### src/rtl/lfra_pkg.sv
package lfra_pkg;

  localparam int ROOM_W   = 7;
  localparam int CUST_W   = 8;
  localparam int CHUNK_W  = 8;
  localparam int CHUNK_SH = 3;

  typedef enum logic [1:0] {
    ST_OK     = 2'd0,
    ST_FULL   = 2'd1,
    ST_NOROOM = 2'd2,
    ST_DUP    = 2'd3
  } status_t;

  typedef enum logic [1:0] {
    S_CLEAR,
    S_IDLE,
    S_LOOK,
    S_SCAN
  } fsm_t;

  typedef struct packed {
    logic                found;
    logic [CHUNK_SH-1:0] offset;
    logic [ROOM_W-1:0]   room;
  } scan_res_t;

endpackage

### src/rtl/lfra_ram.sv
module lfra_ram #(
  parameter int WIDTH = 7,
  parameter int DEPTH = 256
) (
  input  logic                     clk,
  input  logic                     wr_en,
  input  logic [$clog2(DEPTH)-1:0] wr_addr,
  input  logic [WIDTH-1:0]         wr_data,
  input  logic                     rd_en,
  input  logic [$clog2(DEPTH)-1:0] rd_addr,
  output logic [WIDTH-1:0]         rd_data
);

  logic [WIDTH-1:0] mem [DEPTH];

  always_ff @(posedge clk) begin
    if (wr_en) begin
      mem[wr_addr] <= wr_data;
    end
    if (rd_en) begin
      rd_data <= mem[rd_addr];
    end
  end

endmodule

### src/rtl/lfra_scan.sv
module lfra_scan
  import lfra_pkg::*;
#(
  parameter int IDX_W = 1
) (
  input  logic [CHUNK_W-1:0] chunk_bits,
  input  logic [IDX_W-1:0]   chunk_idx,
  input  logic [ROOM_W-1:0]  limit,
  output scan_res_t          res
);

  logic [ROOM_W-1:0] base;

  assign base = ROOM_W'({chunk_idx, {CHUNK_SH{1'b0}}});

  // Lowest available bit of the group wins; bits at or above the limit are ignored.
  always_comb begin
    res = '0;
    for (int k = CHUNK_W - 1; k >= 0; k--) begin
      if (chunk_bits[k] && ((base + ROOM_W'(k)) < limit)) begin
        res.found  = 1'b1;
        res.offset = CHUNK_SH'(k);
        res.room   = base + ROOM_W'(k) + ROOM_W'(1);
      end
    end
  end

endmodule

### src/rtl/lowest_free_room_allocator_core.sv
// Departure, duplicate arrival and bad customer: result strobe registered from S_LOOK.
// Arrival: S_LOOK, then S_SCAN over 1 to ceil(ROOMS/8) 8-room groups, then the strobe.
// A new request is taken in the cycle its predecessor's result is shown, so one
// request occupies the block until its result; the group scan lengthens arrivals.
// Synchronous active-low reset; afterwards a clearing pass writes zero to every entry
// of the assignment table, with busy high. Results cannot be stalled.
module lowest_free_room_allocator_core
  import lfra_pkg::*;
#(
  parameter int ROOMS     = 64,
  parameter int CUSTOMERS = 256
) (
  input  logic              clk,
  input  logic              rst_n,
  input  logic              cfg_wr_en,
  input  logic [ROOM_W-1:0] cfg_wr_data,
  input  logic              start,
  output logic              busy,
  input  logic              in_kind,
  input  logic [CUST_W-1:0] in_customer,
  output logic              out_valid,
  output logic [ROOM_W-1:0] out_room,
  output logic [ROOM_W-1:0] out_occupancy,
  output logic [ROOM_W-1:0] out_peak,
  output logic [1:0]        out_status
);

  localparam int AW     = $clog2(CUSTOMERS);
  localparam int NCHUNK = (ROOMS + CHUNK_W - 1) / CHUNK_W;
  localparam int CIW    = (NCHUNK > 1) ? $clog2(NCHUNK) : 1;
  localparam int IW     = CIW + CHUNK_SH;

  fsm_t                    state_r, state_nxt;
  logic                    kind_r;
  logic                    bad_r;
  logic [AW-1:0]           cust_r;
  logic [CIW-1:0]          chunk_r, chunk_nxt;
  logic [AW-1:0]           clr_r, clr_nxt;
  logic [ROOMS-1:0]        free_r, free_nxt;
  logic [ROOM_W-1:0]       occ_r, occ_nxt;
  logic [ROOM_W-1:0]       peak_r, peak_nxt;
  logic [ROOM_W-1:0]       rooms_r;
  logic                    out_valid_r, out_valid_nxt;
  logic [ROOM_W-1:0]       room_r, room_nxt;
  status_t                 status_r, status_nxt;

  logic                    accept;
  logic                    cust_bad;
  logic [ROOM_W-1:0]       limit;
  logic [NCHUNK*CHUNK_W-1:0] map_pad;
  logic [CHUNK_W-1:0]      chunk_bits;
  scan_res_t               scan_res;
  logic                    claim_en;
  logic                    rel_en;
  logic [IW-1:0]           claim_idx;
  logic [ROOM_W-1:0]       rel_idx;

  logic                    ram_we;
  logic [AW-1:0]           ram_waddr;
  logic [ROOM_W-1:0]       ram_wdata;
  logic [ROOM_W-1:0]       ram_rdata;

  assign busy     = (state_r != S_IDLE);
  assign accept   = start && !busy;
  assign cust_bad = ({24'd0, in_customer} >= 32'(CUSTOMERS));
  assign limit    = (rooms_r > ROOM_W'(ROOMS)) ? ROOM_W'(ROOMS) : rooms_r;

  for (genvar i = 0; i < NCHUNK * CHUNK_W; i++) begin : g_pad
    if (i < ROOMS) begin : g_room
      assign map_pad[i] = free_r[i];
    end else begin : g_fill
      assign map_pad[i] = 1'b0;
    end
  end

  assign chunk_bits = map_pad[{chunk_r, {CHUNK_SH{1'b0}}} +: CHUNK_W];
  assign claim_idx  = {chunk_r, scan_res.offset};
  assign rel_idx    = ram_rdata - ROOM_W'(1);

  lfra_scan #(
    .IDX_W (CIW)
  ) u_scan (
    .chunk_bits (chunk_bits),
    .chunk_idx  (chunk_r),
    .limit      (limit),
    .res        (scan_res)
  );

  lfra_ram #(
    .WIDTH (ROOM_W),
    .DEPTH (CUSTOMERS)
  ) u_table (
    .clk     (clk),
    .wr_en   (ram_we),
    .wr_addr (ram_waddr),
    .wr_data (ram_wdata),
    .rd_en   (accept),
    .rd_addr (AW'(in_customer)),
    .rd_data (ram_rdata)
  );

  always_ff @(posedge clk) begin
    if (!rst_n) begin
      state_r     <= S_CLEAR;
      chunk_r     <= '0;
      clr_r       <= '0;
      free_r      <= '1;
      occ_r       <= '0;
      peak_r      <= '0;
      rooms_r     <= ROOM_W'(64);
      out_valid_r <= 1'b0;
    end else begin
      state_r     <= state_nxt;
      chunk_r     <= chunk_nxt;
      clr_r       <= clr_nxt;
      free_r      <= free_nxt;
      occ_r       <= occ_nxt;
      peak_r      <= peak_nxt;
      out_valid_r <= out_valid_nxt;
      if (cfg_wr_en) begin
        rooms_r <= cfg_wr_data;
      end
    end
  end

  always_ff @(posedge clk) begin
    room_r   <= room_nxt;
    status_r <= status_nxt;
    if (accept) begin
      kind_r <= in_kind;
      bad_r  <= cust_bad;
      cust_r <= AW'(in_customer);
    end
  end

  always_comb begin
    state_nxt     = state_r;
    chunk_nxt     = chunk_r;
    clr_nxt       = clr_r;
    free_nxt      = free_r;
    occ_nxt       = occ_r;
    peak_nxt      = peak_r;
    out_valid_nxt = 1'b0;
    room_nxt      = room_r;
    status_nxt    = status_r;
    ram_we        = 1'b0;
    ram_waddr     = cust_r;
    ram_wdata     = '0;
    claim_en      = 1'b0;
    rel_en        = 1'b0;

    unique case (state_r)
      S_CLEAR: begin
        ram_we    = 1'b1;
        ram_waddr = clr_r;
        if (clr_r == AW'(CUSTOMERS - 1)) begin
          state_nxt = S_IDLE;
        end else begin
          clr_nxt = clr_r + AW'(1);
        end
      end
      S_IDLE: begin
        if (start) begin
          state_nxt = S_LOOK;
        end
      end
      S_LOOK: begin
        state_nxt     = S_IDLE;
        out_valid_nxt = 1'b1;
        room_nxt      = '0;
        status_nxt    = ST_OK;
        if (bad_r) begin
          status_nxt = kind_r ? ST_NOROOM : ST_FULL;
        end else if (kind_r) begin
          if ((ram_rdata == '0) || (ram_rdata > ROOM_W'(ROOMS))) begin
            status_nxt = ST_NOROOM;
          end else begin
            rel_en   = 1'b1;
            ram_we   = 1'b1;
            room_nxt = ram_rdata;
            if (occ_r != '0) begin
              occ_nxt = occ_r - ROOM_W'(1);
            end
          end
        end else if (ram_rdata != '0) begin
          status_nxt = ST_DUP;
        end else begin
          state_nxt     = S_SCAN;
          out_valid_nxt = 1'b0;
          chunk_nxt     = '0;
        end
      end
      S_SCAN: begin
        if (scan_res.found) begin
          claim_en      = 1'b1;
          ram_we        = 1'b1;
          ram_wdata     = scan_res.room;
          room_nxt      = scan_res.room;
          status_nxt    = ST_OK;
          occ_nxt       = occ_r + ROOM_W'(1);
          if ((occ_r + ROOM_W'(1)) > peak_r) begin
            peak_nxt = occ_r + ROOM_W'(1);
          end
          out_valid_nxt = 1'b1;
          state_nxt     = S_IDLE;
        end else if (chunk_r == CIW'(NCHUNK - 1)) begin
          room_nxt      = '0;
          status_nxt    = ST_FULL;
          out_valid_nxt = 1'b1;
          state_nxt     = S_IDLE;
        end else begin
          chunk_nxt = chunk_r + CIW'(1);
        end
      end
      default: begin
        state_nxt = S_IDLE;
      end
    endcase

    for (int i = 0; i < ROOMS; i++) begin
      if (claim_en && (IW'(i) == claim_idx)) begin
        free_nxt[i] = 1'b0;
      end
      if (rel_en && (ROOM_W'(i) == rel_idx)) begin
        free_nxt[i] = 1'b1;
      end
    end
  end

  assign out_valid     = out_valid_r;
  assign out_room      = room_r;
  assign out_occupancy = occ_r;
  assign out_peak      = peak_r;
  assign out_status    = status_r;

`ifndef ASSERT_OFF
  a_result_idle: assert property (@(posedge clk) disable iff (!rst_n)
    out_valid |-> !busy)
    else $error("result shown while the sequencer is busy");

  a_accept_busy: assert property (@(posedge clk) disable iff (!rst_n)
    (start && !busy) |=> busy)
    else $error("accepted request did not make the block busy");

  a_occ_bound: assert property (@(posedge clk) disable iff (!rst_n)
    (occ_r <= ROOM_W'(ROOMS)) && (peak_r >= occ_r))
    else $error("occupancy out of range or above peak");

  a_ok_room: assert property (@(posedge clk) disable iff (!rst_n)
    (out_valid && (out_status == ST_OK)) |-> (out_room != '0))
    else $error("successful request reported without a room");
`endif

endmodule
### config.mk
export PLATFORM = sky130hd
export DESIGN_NAME = lowest_free_room_allocator_core
export DESIGN_NICKNAME = d
export VERILOG_FILES = /design/src/rtl/lfra_pkg.sv /design/src/rtl/lfra_ram.sv /design/src/rtl/lfra_scan.sv /design/src/rtl/lowest_free_room_allocator_core.sv
export SDC_FILE = /design/constraint.sdc
export NUM_CORES = 2
export LEC_CHECK = 0
export ABC_AREA = 0
export BUFFER_PORTS_ARGS = -buffer_cell sky130_fd_sc_hd__buf_2
export CAP_MARGIN = 10
export CORE_MARGIN = 4
export CORE_UTILIZATION = 41
export CTS_CLUSTER_SIZE = 16
export DETAILED_ROUTE_END_ITERATION = 8
export PLACE_DENSITY = 0.65
export SLEW_MARGIN = 20
export SYNTH_ARGS = -nofsm -noshare
export SYNTH_HDL_FRONTEND = slang
export SYNTH_SLANG_ARGS = --single-unit
export TNS_END_PERCENT = 10
### constraint.sdc
create_clock -name clk -period 21.7 [get_ports clk]
set_input_delay 2.17 -clock clk [delete_from_list [all_inputs] [get_ports clk]]
set_output_delay 2.17 -clock clk [all_outputs]
set_load 0.02 [all_outputs]
* After elaboration in Yosys (flattened, before gate mapping)
Memory sizes are Yosys's and may differ from the RTL's. A register that Yosys moved wholly into a read port is not among the register bits. Index checks and enable logic that the tools add are counted.
Storage, ports and cells: register bits 117, RAM bits 1792, input bits 20, output and inout port bits 25, logic and storage cells 520, memories 1
Memory list:
- u_table.mem | words 256, width 7, rd ports 1, clocked after memory_dff 1, write ports 1, RTL line lfra_ram.sv:14 | logic [WIDTH-1:0] mem [DEPTH];
Cells by class: add/subtract/negate cells 19, $lt $le $gt $ge 11, equal/unequal tests 143, shift-type cells 1, mux-type cells 52, bitwise logic cells 2, reduce and logical (&&, ||, !) cells 216
Operators with widths (number):
- $eq A6 B7 Y1 const A | 32
- $eq A6 B6 Y1 const A | 32
- $logic_and A1 B1 Y1 | 137
- $reduce_or A2 Y1 | 64
- $eq A5 B7 Y1 const A | 16
- $eq A5 B6 Y1 const A | 16
- $mux W11 | 8
- $mux W7 | 11
- $shiftx A64 B7 Y8 | 1
- $add A7 B1 Y7 const B | 8
- $eq A4 B7 Y1 const A | 8
- $lt A7 B7 Y1 | 7
- $eq A4 B6 Y1 const A | 8
- $add A6 B3 Y7 const B | 4
- $eq A3 B7 Y1 const A | 4
- $pmux W7 S2 | 2
- $eq A3 B6 Y1 const A | 4
- $mux W2 | 10
- $ne A2 B2 Y1 const B | 10
- $add A6 B2 Y7 const B | 2
- $eq A2 B7 Y1 const A | 2
- $gt A7 B7 Y1 const B | 2
- $logic_not A7 Y1 | 2
- $reduce_bool A7 Y1 | 2
- 32 further kinds | 52

* Longest topological paths before layout
depth in word-level cells 16, gate-level depth with buffers 15, depth with buffers taken out 11

* By module
A second synthesis with hierarchy kept.
Second synthesis, totals: cell total of the unflattened synthesis 4109, area, all modules 76852.5 µm²
By module, submodules not included:
- lfra_ram | instances 1, cells each 3381, area an instance 70267.4 µm², seq. area each 54021.8 µm²
- lowest_free_room_allocator_core | instances 1, cells each 648, area an instance 6034.5 µm², seq. area each 2522.4 µm²
- lfra_scan | instances 1, cells each 80, area an instance 550.5 µm², seq. area each 0.0 µm²

* Worst setup path after synthesis
Ideal clock, no wire load.
path type reg2reg, from register chunk_r[0], to memory u_table.mem[0][2] (data pin), library setup time 3.025 ns, data arrival time 17.429 ns, required time 18.675 ns, slack 1.247 ns, stages on the path, launching flop included 11, buffers on the path 3, clock period less this slack 20.453 ns, cell sequence dfxtp_1 buf_2 buf_4 buf_2 clkinv_1 ha_1 and4b_1 a22o_1 a2111oi_1 nor4_1 nor4b_1
On the way: word-level cells in the longest chain between the ends 13, elaborated cells between the ends (all ways) 34, classes of those cells 7 x add/sub; 8 x order compare; 1 x shift; 10 x mux; 8 x reduce/logical
Ends and longest elaborated chain:
- from (decl) | RTL line lowest_free_room_allocator_core.sv:37 | logic [CIW-1:0] chunk_r, chunk_nxt;
- from (signal assigned) | RTL line lowest_free_room_allocator_core.sv:114 | chunk_r <= chunk_nxt;
- $add A6 B3 Y7 | RTL line lfra_scan.sv:20 | if (chunk_bits[k] && ((base + ROOM_W'(k)) < limit)) begin
- $lt A7 B7 Y1 | RTL line lfra_scan.sv:20
- $logic_and A1 B1 Y1 | RTL line lfra_scan.sv:20
- $mux W11 (7 in series) | RTL line lfra_scan.sv:20
- $mux W11 (*) | RTL line lfra_scan.sv:20
- $mux W7 (*) | RTL line lowest_free_room_allocator_core.sv:194 | if (scan_res.found) begin
- $mux W7 (*) | RTL line lowest_free_room_allocator_core.sv:152 | unique case (state_r)
- via ram_wdata[2] | RTL line lowest_free_room_allocator_core.sv:60 | logic [ROOM_W-1:0] ram_wdata;
- to (decl) | RTL line lfra_ram.sv:14
The timed path passes the listed nets; every way through them passes the cells marked *.

* Worst setup path in the final report
from register chunk_r[0], to memory u_table.mem[66][1] (data pin)
Same word-level chain as after synthesis.

==> flow_summary.yaml <==
floorplan:
  ios: 45
  die-area_um2: 193000
  core_area_um2: 185000
  initial_core_util_pct: 41.2
  rows: 158
  die_x_um: 439
  dieHeight_um: 439
pwr:
  leakage_nw: 25.3
  p_per_area_nw_per_um2: 86.6
  ir_drop_v: 0.0000586
setup_path:
  critPathRequiredTime_ns: 22.15
  cp_top_family: "buffers and inverters"
  cp_num_buf_inv: 5
  slowest_stage: "buf_4"
  path_max_fanout: 96
  startpoint_type: "flop"
  path_common_cell: "buf_4"
  end_kind: "flop"
  critPathArrivalTime_ns: 7.14
  cp_cell_sequence: "buf_4, clkinv_1, ha_1, and4b_1, a22o_1, nor4_1, or2_2, o31ai_2, nor3_2, buf_4, buf_4, buf_4"
  crit_type: "flop to flop"
  critPathMaxStageDelay_ns: 0.91
synthesis:
  synthTopCellsByArea: "edfxtp_1, mux4_2, dfxtp_1, nor4_1, a22oi_1"
  synth_edf_count: 1817
  ys_ff_latch: 1916
  netlist_top_cells_count: "edfxtp_1, mux4_2, nor4_1"
  netlist_area_um2: 76300
  seq_area_frac_synth_pct: 74.1
  yosys.area.top_type_share_pct: 71.5
  synth_area_per_cell_um2: 19.3
  synth_cell_types: 69
  ys_warn_count: 0
  synth_top_area_cell: "edfxtp_1"
  yosys_most_used_dff: "edfxtp_1"
  syn_inst: 3953
  syn_nets: 3995
  async_flop_share_pct: 0
  yosysMostFrequentCell: "edfxtp_1"
timing:
  hold_viol: 0
  timing.hold.ws_ns: 0.455
  drv_slew: 0
  slew_headroom_pct: 20.8
  layout_setup_ws_ns: 15.02
  rsz0062_at_grt: "no"
  min_period_ns: 6.68
  skew_ns: 0.0548
  tns_ns: 0
  finalSetupViolCount: 0
  period_share_pct: 30.8
  tightest_slew_ns: 1.18
  fmax_mhz: 150
global_route:
  grt_max_degree: 257
  gr-total-overflow: 0
  grt_pass1_wl_um: 281000
  antenna_found_initial: 3
  first_global_vias: 40900
  grt_use_total_pct: 19.5
routing:
  drtIter0Drc: 5240
  vias_per_cell: 6.03
  detail-route-antenna-nets: 0
  drc_errors: 0
  routed_wl_um: 190000
  firstDrtPassIters: 6
  vias: 41200
  routedWlPerCell_um: 27.8
status:
  status: "completed"
placed_design:
  dpl_worst_slack_ns: 14.50
  post-dp-hpwl_um: 112000
  port-buffer-count: 44
  place_congestion: 0.835
clock_network:
  cts.repair.resized: 0
  numCtsBuffers: 183
  cts.clk_slew.worst_paths_ns: 0.06
  post-cts-setup-buffer-count: 0
  postCtsHoldBufs: 0
  cts_tree: "built"
  cts_sinks: 1916
  clkLatencyLatePin_ns: 0.82
  cts_max_level: 4
  cts.path.max_buffers: 3
  cts_root_buffer: "clkbuf_16"
layout:
  area_growth_pct: 14.1
  final_net_count: 4243
  drive_gt1_share_pct: 26.5
job:
  cap_violations: 0
hold_path:
  min_path_type: "flop to flop"
==> area by class of cell <==
class,instances,area (um2)
diodes,3,7.51
fillers,15200,98200
clock buffers,230,4800
well taps,2480,3100
clock inverters,102,1050
inverters,52,195
repair buffers,361,2720
flip-flops and latches,1916,56500
multi-input cells,1687,18600
==> registers in the layout, summed over array words and instances (netlist names) <==
name             count
clr_r                8
cust_r               8
state_r              2
chunk_r              3
kind_r               1
out_occupancy        7
out_status           2
u_table.rd_data      7
out_room             7
out_peak             7
out_valid            1
u_table.mem       1792
free_r              64
rooms_r              7
==> worst paths after layout <==
check,from,end,slack (ns),cells past startpoint
setup / recovery,chunk_r[0],u_table.mem[66][1],15.02,12
hold / removal,free_r[24],free_r[24],0.46,1
setup reg to reg,chunk_r[0],u_table.mem[66][1],15.02,12
hold reg to reg,free_r[24],free_r[24],0.46,1
==> through the flow <==
step | util, % | power (mW) | instances | area [um2]
floorplan | - | 4.32 | 3953 | 76300
global placement | 43.8 | 4.48 | 6495 | 81100
detailed placement | 43.8 | 4.48 | 6495 | 81200
CTS | 47.0 | 7.59 | 6827 | 87000
global route | 47.0 | 7.78 | 6828 | 87000
finish | 47.0 | 7.54 | 6831 | 87100
==> worst register-to-register path: stages (launching register included) <==
cell      delay, ns
dfxtp_1        0.31
buf_4          0.37
clkinv_1       0.40
ha_1           0.42
and4b_1        0.24
a22o_1         0.24
nor4_1         0.75
or2_2          0.45
o31ai_2        0.28
nor3_2         0.28
buf_4          0.73
buf_4          0.81
buf_4          0.99
==> cells by family (layout without fill, tap and decap cells) <==
family | count (synthesis) | in the layout | synth area share [%]
AND/OR/NAND/NOR | 620 | 620 | 4.54
flip-flops | 1916 | 1916 | 74.1
AO/OA/AOI/OAI | 538 | 538 | 4.99
buffers and inverters | 350 | 745 | 1.83
multiplexers | 494 | 494 | 14.0
adder cells (fa/ha/maj) | 22 | 22 | 0.361
other | 0 | 3 | 0
XOR/XNOR | 13 | 13 | 0.149
==> per-layer routing <==
layer	vias to the layer above	routed length, um	track usage, %
met1	21700	78800	28.2
met4	2	5180	5.59
met5	-	13	0
met2	1912	89400	30.2
met3	336	16200	3.97
li1	17200	-	-
==> power by group <==
part           leakage, nW  total (mW)  switching (mW)  internal (mW)
combinational         6.64       0.376           0.267          0.109
clock                 2.86        3.13            1.37           1.76
sequential            15.8        4.03          0.0140           4.02
total                 25.3        7.54            1.65           5.89
==> cells in the final DEF, fill, tap and decap left out, types with 45 or more instances in the layout <==
cell	count
a22o_1	58
edfxtp_1	1817
buf_4	309
nor4_1	248
clkbuf_16	185
a22oi_1	127
a21oi_1	82
nand3_1	51
o21ai_0	88
dfxtp_1	99
nor2_1	73
nand2_1	76
mux4_2	458
clkbuf_1	45
inv_1	49
Note: power is estimated with default switching activity, not from simulation.
